==> src/hdl/lbpe_pkg.sv <==
// shared codes and constants for the led blink pattern engine
package lbpe_pkg;

  // widths fixed by the item and register layout
  localparam int OPCODE_W  = 2;
  localparam int INDEX_W   = 3;
  localparam int MODE_W    = 3;
  localparam int CFG_W     = 11;
  localparam int REG_IDX_W = 3;
  localparam int FLASH_W   = 3;
  localparam int IN_DW     = 8;

  typedef logic [OPCODE_W-1:0]  opcode_t;
  typedef logic [MODE_W-1:0]    mode_code_t;
  typedef logic [REG_IDX_W-1:0] reg_idx_t;
  typedef logic [CFG_W-1:0]     cfg_word_t;

  // input opcodes
  localparam opcode_t OP_TICK    = 2'd0;
  localparam opcode_t OP_SET_ONE = 2'd1;
  localparam opcode_t OP_SET_ALL = 2'd2;

  // led modes
  localparam mode_code_t MODE_OFF   = 3'd0;
  localparam mode_code_t MODE_ON    = 3'd1;
  localparam mode_code_t MODE_SLOW  = 3'd2;
  localparam mode_code_t MODE_FAST  = 3'd3;
  localparam mode_code_t MODE_RAPID = 3'd4;
  localparam mode_code_t MODE_FLASH = 3'd5;
  localparam mode_code_t MODE_HEART = 3'd6;

  // configuration register indexes
  localparam reg_idx_t REG_SLOW_HALF  = 3'd0;
  localparam reg_idx_t REG_FAST_HALF  = 3'd1;
  localparam reg_idx_t REG_RAPID_HALF = 3'd2;
  localparam reg_idx_t REG_PAUSE      = 3'd3;
  localparam reg_idx_t REG_HB_CYCLE   = 3'd4;

  // register reset values
  localparam cfg_word_t SLOW_HALF_RST  = 11'd1000;
  localparam cfg_word_t FAST_HALF_RST  = 11'd250;
  localparam cfg_word_t RAPID_HALF_RST = 11'd100;
  localparam cfg_word_t PAUSE_RST      = 11'd1000;
  localparam cfg_word_t HB_CYCLE_RST   = 11'd2000;

  // error flash burst length and heartbeat lit windows
  localparam logic [FLASH_W-1:0] FLASH_BURST = 3'd6;
  localparam int HB_FIRST_END    = 100;
  localparam int HB_SECOND_START = 200;
  localparam int HB_SECOND_END   = 300;

endpackage

==> src/hdl/led_blink_pattern_engine.sv <==
// Takes one beat per clock cycle while s_tready is high, and registers the result of each input
// beat. Each beat is a 1 ms tick, a mode set for one LED or a mode set for all LEDs. The new
// per-LED timer, phase, flash count and level state is worked out in one pass of parallel
// logic, one slice per LED, and is registered together with the result. A two-entry output
// buffer (result register plus skid register) keeps input ready high while one result is
// stalled on the output side, so a stalled consumer does not hold up input until a second result
// is waiting. Every beat gives exactly one result: the LED levels and a mask of the levels that
// changed. A mode set clears the LED's timer, flash count and phase and reports no change.
// There is no clearing pass: everything is ready in the cycle after reset.
module led_blink_pattern_engine #(
  parameter int NUM_LEDS   = 6,
  parameter int TIMER_BITS = 11
) (
  input  logic                          clk,
  input  logic                          rst,
  // input beat, from the lowest bit: opcode[1:0], led_index[4:2], new_mode[7:5]
  input  logic                          s_tvalid,
  output logic                          s_tready,
  input  logic [lbpe_pkg::IN_DW-1:0]    s_tdata,
  // result beat, from the lowest bit: led_levels, changed_mask, zero fill
  output logic                          m_tvalid,
  input  logic                          m_tready,
  output logic [((2*NUM_LEDS+7)/8)*8-1:0] m_tdata,
  // configuration writes
  input  logic                          wr_en,
  input  logic [lbpe_pkg::REG_IDX_W-1:0] wr_index,
  input  logic [lbpe_pkg::CFG_W-1:0]    wr_data
);
  import lbpe_pkg::*;

  localparam int OUT_DW = ((2*NUM_LEDS+7)/8)*8;
  localparam int RES_W  = 2*NUM_LEDS;
  localparam int CMP_W  = (TIMER_BITS > CFG_W) ? TIMER_BITS : CFG_W;
  localparam int HB_CW  = (TIMER_BITS > 9) ? TIMER_BITS : 9;

  // input fields
  opcode_t          in_opcode;
  logic [INDEX_W-1:0] in_index;
  mode_code_t       in_mode;
  logic             accept;

  assign in_opcode = s_tdata[1:0];
  assign in_index  = s_tdata[4:2];
  assign in_mode   = s_tdata[7:5];
  assign accept    = s_tvalid && s_tready;

  // configuration registers
  cfg_word_t slow_half;
  cfg_word_t fast_half;
  cfg_word_t rapid_half;
  cfg_word_t flash_pause;
  cfg_word_t hb_cycle;

  always_ff @(posedge clk) begin
    if (rst) begin
      slow_half   <= SLOW_HALF_RST;
      fast_half   <= FAST_HALF_RST;
      rapid_half  <= RAPID_HALF_RST;
      flash_pause <= PAUSE_RST;
      hb_cycle    <= HB_CYCLE_RST;
    end else if (wr_en) begin
      case (wr_index)
        REG_SLOW_HALF:  slow_half   <= wr_data;
        REG_FAST_HALF:  fast_half   <= wr_data;
        REG_RAPID_HALF: rapid_half  <= wr_data;
        REG_PAUSE:      flash_pause <= wr_data;
        REG_HB_CYCLE:   hb_cycle    <= wr_data;
        default: ;
      endcase
    end
  end

  // per-led state
  mode_code_t             led_mode      [NUM_LEDS];
  logic [TIMER_BITS-1:0]  elapsed       [NUM_LEDS];
  logic                   blink_phase   [NUM_LEDS];
  logic [FLASH_W-1:0]     flash_toggles [NUM_LEDS];
  logic [TIMER_BITS-1:0]  hb_count;
  logic [NUM_LEDS-1:0]    level_reg;

  mode_code_t             led_mode_next      [NUM_LEDS];
  logic [TIMER_BITS-1:0]  elapsed_next       [NUM_LEDS];
  logic                   blink_phase_next   [NUM_LEDS];
  logic [FLASH_W-1:0]     flash_toggles_next [NUM_LEDS];
  logic [TIMER_BITS-1:0]  hb_count_next;
  logic [NUM_LEDS-1:0]    level_reg_next;

  logic [TIMER_BITS-1:0]  hb_inc;
  logic [HB_CW-1:0]       hb_wide;
  logic                   hb_lit;
  logic                   set_one_ok;

  // half period of a square blink mode
  function automatic cfg_word_t half_for(input mode_code_t m, input cfg_word_t slow,
                                         input cfg_word_t fast, input cfg_word_t rapid);
    cfg_word_t h;
    case (m)
      MODE_SLOW: h = slow;
      MODE_FAST: h = fast;
      default:   h = rapid;
    endcase
    return h;
  endfunction

  // heartbeat counter and lit window
  always_comb begin
    hb_inc = hb_count + 1'b1;
    if (CMP_W'(hb_inc) >= CMP_W'(hb_cycle)) begin
      hb_count_next = '0;
    end else begin
      hb_count_next = hb_inc;
    end
    hb_wide = HB_CW'(hb_count_next);
    hb_lit  = (hb_wide < HB_CW'(HB_FIRST_END)) ||
              ((hb_wide >= HB_CW'(HB_SECOND_START)) && (hb_wide < HB_CW'(HB_SECOND_END)));
    set_one_ok = int'(in_index) < NUM_LEDS;
  end

  // next state of every led, one independent slice each
  always_comb begin
    for (int i = 0; i < NUM_LEDS; i++) begin
      led_mode_next[i]      = led_mode[i];
      elapsed_next[i]       = elapsed[i];
      blink_phase_next[i]   = blink_phase[i];
      flash_toggles_next[i] = flash_toggles[i];
      level_reg_next[i]     = level_reg[i];
      case (in_opcode)
        OP_TICK: begin
          if (elapsed[i] != {TIMER_BITS{1'b1}}) begin
            elapsed_next[i] = elapsed[i] + 1'b1;
          end
          case (led_mode[i])
            MODE_ON: begin
              level_reg_next[i] = 1'b1;
            end
            MODE_SLOW, MODE_FAST, MODE_RAPID: begin
              if (CMP_W'(elapsed_next[i]) >=
                  CMP_W'(half_for(led_mode[i], slow_half, fast_half, rapid_half))) begin
                blink_phase_next[i] = ~blink_phase[i];
                elapsed_next[i]     = '0;
              end
              level_reg_next[i] = blink_phase_next[i];
            end
            MODE_FLASH: begin
              if (flash_toggles[i] < FLASH_BURST) begin
                if (CMP_W'(elapsed_next[i]) >= CMP_W'(rapid_half)) begin
                  blink_phase_next[i]   = ~blink_phase[i];
                  elapsed_next[i]       = '0;
                  flash_toggles_next[i] = flash_toggles[i] + 1'b1;
                end
                level_reg_next[i] = blink_phase_next[i];
              end else begin
                // pause after the burst, measured from the last toggle
                if (CMP_W'(elapsed_next[i]) >= CMP_W'(flash_pause)) begin
                  flash_toggles_next[i] = '0;
                  blink_phase_next[i]   = 1'b0;
                  elapsed_next[i]       = '0;
                end
                level_reg_next[i] = 1'b0;
              end
            end
            MODE_HEART: begin
              level_reg_next[i] = hb_lit;
            end
            default: begin
              level_reg_next[i] = 1'b0;
            end
          endcase
        end
        OP_SET_ONE, OP_SET_ALL: begin
          if ((in_opcode == OP_SET_ALL) || (set_one_ok && (int'(in_index) == i))) begin
            led_mode_next[i]      = in_mode;
            elapsed_next[i]       = '0;
            blink_phase_next[i]   = 1'b0;
            flash_toggles_next[i] = '0;
          end
        end
        default: ;
      endcase
    end
  end

  // state registers, updated on every accepted beat; the heartbeat counter only on a tick
  always_ff @(posedge clk) begin
    if (rst) begin
      for (int i = 0; i < NUM_LEDS; i++) begin
        led_mode[i]      <= MODE_OFF;
        elapsed[i]       <= '0;
        blink_phase[i]   <= 1'b0;
        flash_toggles[i] <= '0;
      end
      hb_count  <= '0;
      level_reg <= '0;
    end else if (accept) begin
      for (int i = 0; i < NUM_LEDS; i++) begin
        led_mode[i]      <= led_mode_next[i];
        elapsed[i]       <= elapsed_next[i];
        blink_phase[i]   <= blink_phase_next[i];
        flash_toggles[i] <= flash_toggles_next[i];
      end
      if (in_opcode == OP_TICK) begin
        hb_count <= hb_count_next;
      end
      level_reg <= level_reg_next;
    end
  end

  // result of this beat: changed mask above the levels
  logic [RES_W-1:0] res_new;
  assign res_new = {level_reg_next ^ level_reg, level_reg_next};

  // two-entry output buffer: result register and skid register
  logic             out_valid;
  logic [RES_W-1:0] out_res;
  logic             skid_valid;
  logic [RES_W-1:0] skid_res;
  logic             pop;

  assign pop      = out_valid && m_tready;
  assign s_tready = !skid_valid;
  assign m_tvalid = out_valid;
  assign m_tdata  = OUT_DW'(out_res);

  always_ff @(posedge clk) begin
    if (rst) begin
      out_valid  <= 1'b0;
      skid_valid <= 1'b0;
    end else if (pop) begin
      if (skid_valid) begin
        out_res    <= skid_res;
        skid_valid <= 1'b0;
      end else begin
        out_valid <= accept;
        if (accept) begin
          out_res <= res_new;
        end
      end
    end else if (!out_valid) begin
      out_valid <= accept;
      if (accept) begin
        out_res <= res_new;
      end
    end else if (accept) begin
      skid_res   <= res_new;
      skid_valid <= 1'b1;
    end
  end

  // checks
  a_skid_behind_out: assert property (@(posedge clk) disable iff (rst)
    skid_valid |-> out_valid)
    else $error("skid register holds a result while the result register is empty");

  a_set_keeps_levels: assert property (@(posedge clk) disable iff (rst)
    (accept && (in_opcode != OP_TICK)) |=> $stable(level_reg))
    else $error("levels changed on a beat that is not a tick");

  a_set_all_mode: assert property (@(posedge clk) disable iff (rst)
    (accept && (in_opcode == OP_SET_ALL)) |=>
      ((led_mode[0] == $past(in_mode)) && (elapsed[0] == '0)))
    else $error("set-all did not store the mode and clear the timer");

  a_hb_only_on_tick: assert property (@(posedge clk) disable iff (rst)
    !(accept && (in_opcode == OP_TICK)) |=> $stable(hb_count))
    else $error("heartbeat counter moved without a tick");

  a_result_pushed: assert property (@(posedge clk) disable iff (rst)
    (accept && !out_valid) |=> out_valid)
    else $error("accepted beat produced no result");

endmodule

==> config.mk <==
export PLATFORM = sky130hd
export DESIGN_NAME = led_blink_pattern_engine
export DESIGN_NICKNAME = d
export VERILOG_FILES = /design/src/hdl/lbpe_pkg.sv /design/src/hdl/led_blink_pattern_engine.sv
export SDC_FILE = /design/constraint.sdc
export NUM_CORES = 1
export LEC_CHECK = 0
export ABC_CLOCK_PERIOD_IN_PS = 3700
export BUFFER_PORTS_ARGS = -buffer_cell sky130_fd_sc_hd__clkbuf_2
export CAP_MARGIN = 5
export CELL_PAD_IN_SITES_DETAIL_PLACEMENT = 0
export CELL_PAD_IN_SITES_GLOBAL_PLACEMENT = 2
export CORE_MARGIN = 5
export CORE_UTILIZATION = 36
export DETAILED_ROUTE_END_ITERATION = 12
export GPL_TIMING_DRIVEN = 0
export PLACE_DENSITY_LB_ADDON = 0.05
export REMOVE_ABC_BUFFERS = 1
export SLEW_MARGIN = 20
export SYNTH_ARGS = -nofsm -noshare
export SYNTH_HDL_FRONTEND = slang
export SYNTH_SLANG_ARGS = --single-unit
==> constraint.sdc <==
create_clock -name clk -period 3.7 [get_ports clk]
set_input_delay 0 -clock clk [delete_from_list [all_inputs] [get_ports clk]]
set_output_delay 0 -clock clk [all_outputs]
set_load 0.01 [all_outputs]
# --- Word-level counts from Yosys, hierarchy flattened ---
# Memory sizes are Yosys's and may differ from the RTL's.
# Index checks and enable logic that the tools add are counted.
word_totals:
  register_bits: 98
  ramBits: 108
  input_bits: 27
  elab_cells: 399
  memories: 4
mem_list:
  columns: ["memory", "words", "width", "rd", "rd_clocked_by_memory_dff", "wr", "line_no", "rtl"]
  rows:
  - ["elapsed", 6, 11, 6, 0, 6, "led_blink_pattern_engine.sv:75", "logic [TIMER_BITS-1:0] elapsed [NUM_LEDS];"]
  - ["flash_toggles", 6, 3, 6, 0, 6, "led_blink_pattern_engine.sv:77", "logic [FLASH_W-1:0] flash_toggles [NUM_LEDS];"]
  - ["led_mode", 6, 3, 6, 0, 6, "led_blink_pattern_engine.sv:74", "mode_code_t led_mode [NUM_LEDS];"]
  - ["blink_phase", 6, 1, 6, 0, 6, "led_blink_pattern_engine.sv:76", "logic blink_phase [NUM_LEDS];"]
classes:
  add_sub_neg: 13
  n_lt_le_gt_ge: 29
  n_eq_ne: 55
  n_mux: 217
  bitwise: 33
  n_reduce_logical: 37
op_table:
  columns: ["operator", "count"]
  rows:
  - ["$mux 11", 61]
  - ["$pmux 11 s2", 18]
  - ["$ge 11x11->1", 19]
  - ["$mux 3", 54]
  - ["$add 11x1->11 const B", 7]
  - ["$eq 3x3->1 const B", 23]
  - ["$ne 11x11->1 const B", 6]
  - ["$mux 1", 56]
  - ["$mux 12", 4]
  - ["$eq 3x2->1 const B", 15]
  - ["$pmux 3 s2", 6]
  - ["$or 1x1->1", 24]
  - ["$pmux 1 s2", 12]
  - ["$pmux 1 s4", 6]
  - ["$eq 3x1->1 const B", 7]
  - ["$lt 3x3->1 const B", 7]
  - ["$add 3x1->3 const B", 6]
  - ["$reduce_or 3->1", 6]
  - ["$reduce_and 2->1", 8]
  - ["$ge 11x8->1 const B", 1]
  - ["$lt 11x7->1 const B", 1]
  - ["$lt 11x9->1 const B", 1]
  - ["$logic_and 1x1->1", 9]
  - ["$not 1->1", 8]
  - ["11 further kinds", 19]

# --- Logic depth before layout (Yosys ltp) ---
# An unclocked memory read counts as a cell.
depth:
  ltp_word: 13
  depth_mapped: 19
  mapped_depth_nobuf: 17

# --- Worst setup path before layout ---
# Ideal clock, no wire load.
synth_path:
  path_type: "register -> register"
  startpoint: "memory elapsed[3][0]"
  endpoint: "register out_res[9] (data pin)"
  t_arrival_ns: 3.798
  required_time_ns: 3.431
  setup_slack_ns: -0.367
  stages_incl_launch_ff: 19
  n_path_buf: 2
  synth_period_minus_slack_ns: 4.067
  path_cell_list: "edfxtp_1 -> ha_1 -> and2_1 -> clkbuf_1 -> nand2_1 -> nor2_1 -> nand2_1 -> clkbuf_1 -> nand2_1 -> ha_1 -> a21o_1 -> a211o_1 -> a2111oi_0 -> a211o_1 -> mux2i_1 -> o32ai_1 -> a311oi_4 -> mux2i_1 -> o21ai_0"
synth_rtl:
  columns: ["item", "line_no", "rtl"]
  rows:
  - ["start: declaration", "led_blink_pattern_engine.sv:75", null]
  - ["end signal: assignment", "led_blink_pattern_engine.sv:230", "out_res <= skid_res;"]
  - ["end signal: assignment", "led_blink_pattern_engine.sv:235", "out_res <= res_new;"]
  - ["end signal: assignment", "led_blink_pattern_engine.sv:241", "out_res <= res_new;"]
  - ["end: declaration", "led_blink_pattern_engine.sv:214", "logic [RES_W-1:0] out_res;"]

==> metrics.md <==
| Metric | Value |
|---|---|
| Final GP Congestion | 0.891 |
| Leakage | 9.28 nW |
| Final wirelength | 65.7 mm |
| Via Count | 15700 |
| Synth Cell Area | 17200 um2 |
| Synth Area per Inst | 8.60 um2 |
| Row count | 80 |
| Failing checks | setup timing |
| Pin count of the biggest net entering global routing | 70 |
| Setup Crit Path Kind | register to register |
| Count leader, synth | nand2_1 |
| Primary FF master, synth | edfxtp_1 |
| Final period util | 104% |
| Switch share | 34.0% |
| Final Power | 0.00835 W |
| Synth warnings | 0 |
| First-pass DRT Iterations | 5 |
| I/O Buffers | 40 |
| Setup slack, reg-to-reg | -0.16 ns |
| P_sw | 0.00284 W |
| Max frequency | 0.259 GHz |
| CTS Buf Count | 26 |
| Area Growth Syn to Fin | 31.3% |
| CTS tree | yes |
| Initial Util | 36.2% |
| Layout Nets | 2416 |
| Mapped Cells | 1998 |
| Relative slew slack | 27.0% |
| Total grt overflow | 0 |
| Most common library cells after synthesis | nand2_1, a21oi_1, ha_1 |
| Worst Setup End Kind | register |
| Biggest register | elapsed |
| Final min period | 3.86 ns |
| Number of synthesized flops with an enable pin | 132 |
| P_int | 0.00551 W |
| Die width | 228 um |
| Clk slew on worst S/H paths | 0.06 ns |
| Post-synthesis register bit count | 206 |
| Top flop regs | elapsed (66), flash_toggles (18), led_mode (18) |
| CORE AREA | 47400 um2 |
| # setup viols final | 40 |
| Top-area cell type share of the netlist area | 23.1% |
| # DRC | 0 |
| Pwr/cell area | 370 nW/um2 |
| Clock power share | 31.8% |
| Initial DRC Count | 927 |
| Skew-Pair Late Insertion Delay | 0.58 ns |
| Crit-path max FO | 4 |
| Worst min-delay path class | primary input to register |
| MaxCap Viol Count | 0 |
| Layout cells sized above 1 | 27.3% |
| Main area contributors after synthesis | edfxtp_1, ha_1, dfxtp_1 |
| H-Tree Depth | 1 |
| CTS Buffer Depth | 3 |
| Total track usage | 24.0% |
| Pin slew with the least headroom to its limit | 1.10 ns |
| IO Pins | 45 |
| WL per Instance | 23.5 um |
| Combinational share of power | 33.8% |
| WP data required | 4.13 ns |
| Vias per Instance | 5.62 |
| CP arrival | 4.28 ns |
| Largest register FFs | 66 |
| Hpwl dp | 43.4 mm |
| Setup WS pre-CTS | -1.40 ns |
| Synth unique cells | 77 |
| Clock Sink Count | 206 |
| Leading area contributor after synthesis | edfxtp_1 |
| RSZ-0062 raised after global routing | yes |
| Final Util | 47.6% |
| Status | complete, but fails checks |
| Vias in the first global route | 15600 |
| Slew Viols, Final | 0 |
| Die area | 52200 um2 |
| Seq/Total Area, Yosys | 31.7% |
| Chip height | 228 um |
| Asr flop ratio synth | 0% |
| Final Hold Vio Count | 0 |
| Reg power frac | 34.5% |
| CP startpoint kind | register |
| Global-route wire length before repair | 96.8 mm |
| Clock Skew | 0.0121 ns |
| Antenna Nets Post-Route | 0 |
| Max VDD drop | 0.000300 V |
| Initial antenna violation count | 1 |
| Root buf cell | clkbuf_16 |
| Final worst slack | -0.157 ns |
power groups by stage:
stage | clock network, W | logic, W | registers (W)
detailed placement | 0 | 0.00194 | 0.00293
global placement | 0 | 0.00190 | 0.00293
CTS | 0.00274 | 0.00250 | 0.00286
finish | 0.00265 | 0.00282 | 0.00288
global route | 0.00281 | 0.00308 | 0.00290
floorplan | 0 | 0.00137 | 0.00286
path summary, 6_finish.rpt:
| check | from | end | cells after the start |
|---|---|---|---|
| max | elapsed[4][3] | out_res[10] | 17 |
| min | wr_index[0] | fast_half[0] | 5 |
| max reg2reg | elapsed[4][3] | out_res[10] | 17 |
| min reg2reg | hb_cycle[3] | hb_cycle[3] | 2 |
critical path, stage by stage, from the launching register on:
cell       delay (ns)
edfxtp_1         0.37
and3_4           0.20
and3_4           0.20
nand2_4          0.06
buf_4            0.13
nor2_1           0.19
xnor2_2          0.16
nand2_2          0.13
ha_1             0.31
o21ai_0          0.09
o2bb2ai_1        0.16
nand2_1          0.08
o31ai_1          0.07
or4_4            0.54
o311a_4          0.33
o21bai_4         0.25
mux2i_1          0.26
a2bb2oi_1        0.17
layout by cell type (no fill, tap or decap), drive strengths merged, types with 10 or more instances in the layout:
| master | n |
|---|---|
| nand3 | 47 |
| mux2i | 82 |
| nand2b | 29 |
| edfxtp | 132 |
| buf | 162 |
| ha | 226 |
| dfxtp | 74 |
| and2 | 23 |
| or3 | 10 |
| nor2 | 176 |
| nand2 | 245 |
| o21a | 28 |
| a211oi | 22 |
| nand3b | 27 |
| and3 | 45 |
| or2 | 12 |
| o21ai | 79 |
| nor2b | 57 |
| a31oi | 12 |
| clkbuf | 77 |
| a21o | 32 |
| a211o | 19 |
| nor3 | 22 |
| xnor2 | 35 |
| dlygate4sd3 | 21 |
| xor2 | 30 |
| a21oi | 232 |
| inv | 57 |
| nand4 | 29 |
area by class of cell:
cell class	count	area, um2
fillers	4589	24900
multi-input cells	1645	13400
flip-flops and latches	206	5460
repair buffers	223	1810
well taps	615	769
clock buffers	37	722
inverters	61	244
clock inverters	11	155
diodes	1	2.50
kinds of logic after synthesis:
| group | count (synthesis) | synth area share [%] |
|---|---|---|
| simple gates | 749 | 21.3 |
| compound gates | 503 | 18.2 |
| fa+ha+maj | 226 | 16.5 |
| flops | 206 | 31.7 |
| buf+inv | 157 | 3.62 |
| mux | 91 | 5.37 |
| xor+xnor | 65 | 3.31 |
| other cells | 1 | 0.0218 |
metrics by stage:
stage / hold slack, ns / TNS [ns] / cells / cell area (um2)
after global routing: 0.0645 / -11.44 / 2798 / 22600
after detailed placement: 0.255 / -92.08 / 2565 / 17900
after global placement: 0.246 / -133.80 / 2560 / 17800
after CTS: 0.00679 / -1.62 / 2760 / 21400
after floorplan: 0.0691 / -7.10 / 1905 / 16800
final: 0.0357 / -2.59 / 2799 / 22600
repair_timing:
item                                    CTS  global route
pin swaps                               127           103
resized for setup                       312           166
buffers inserted                        121            37
endpoints found under the setup margin  134           117
cloned                                    5             2
endpoints found under the hold margin    82             0
hold buffers                             21             0
layer usage:
layer / GRT usage (%) / routed length [um] / vias up
li1: - / - / 7621
met4: 7.45 / 2340 / 0
met1: 32.5 / 29700 / 7690
met5: 0 / 0 / -
met2: 40.6 / 30900 / 321
met3: 2.60 / 2720 / 100
Note: power is estimated with default switching activity, not from simulation.
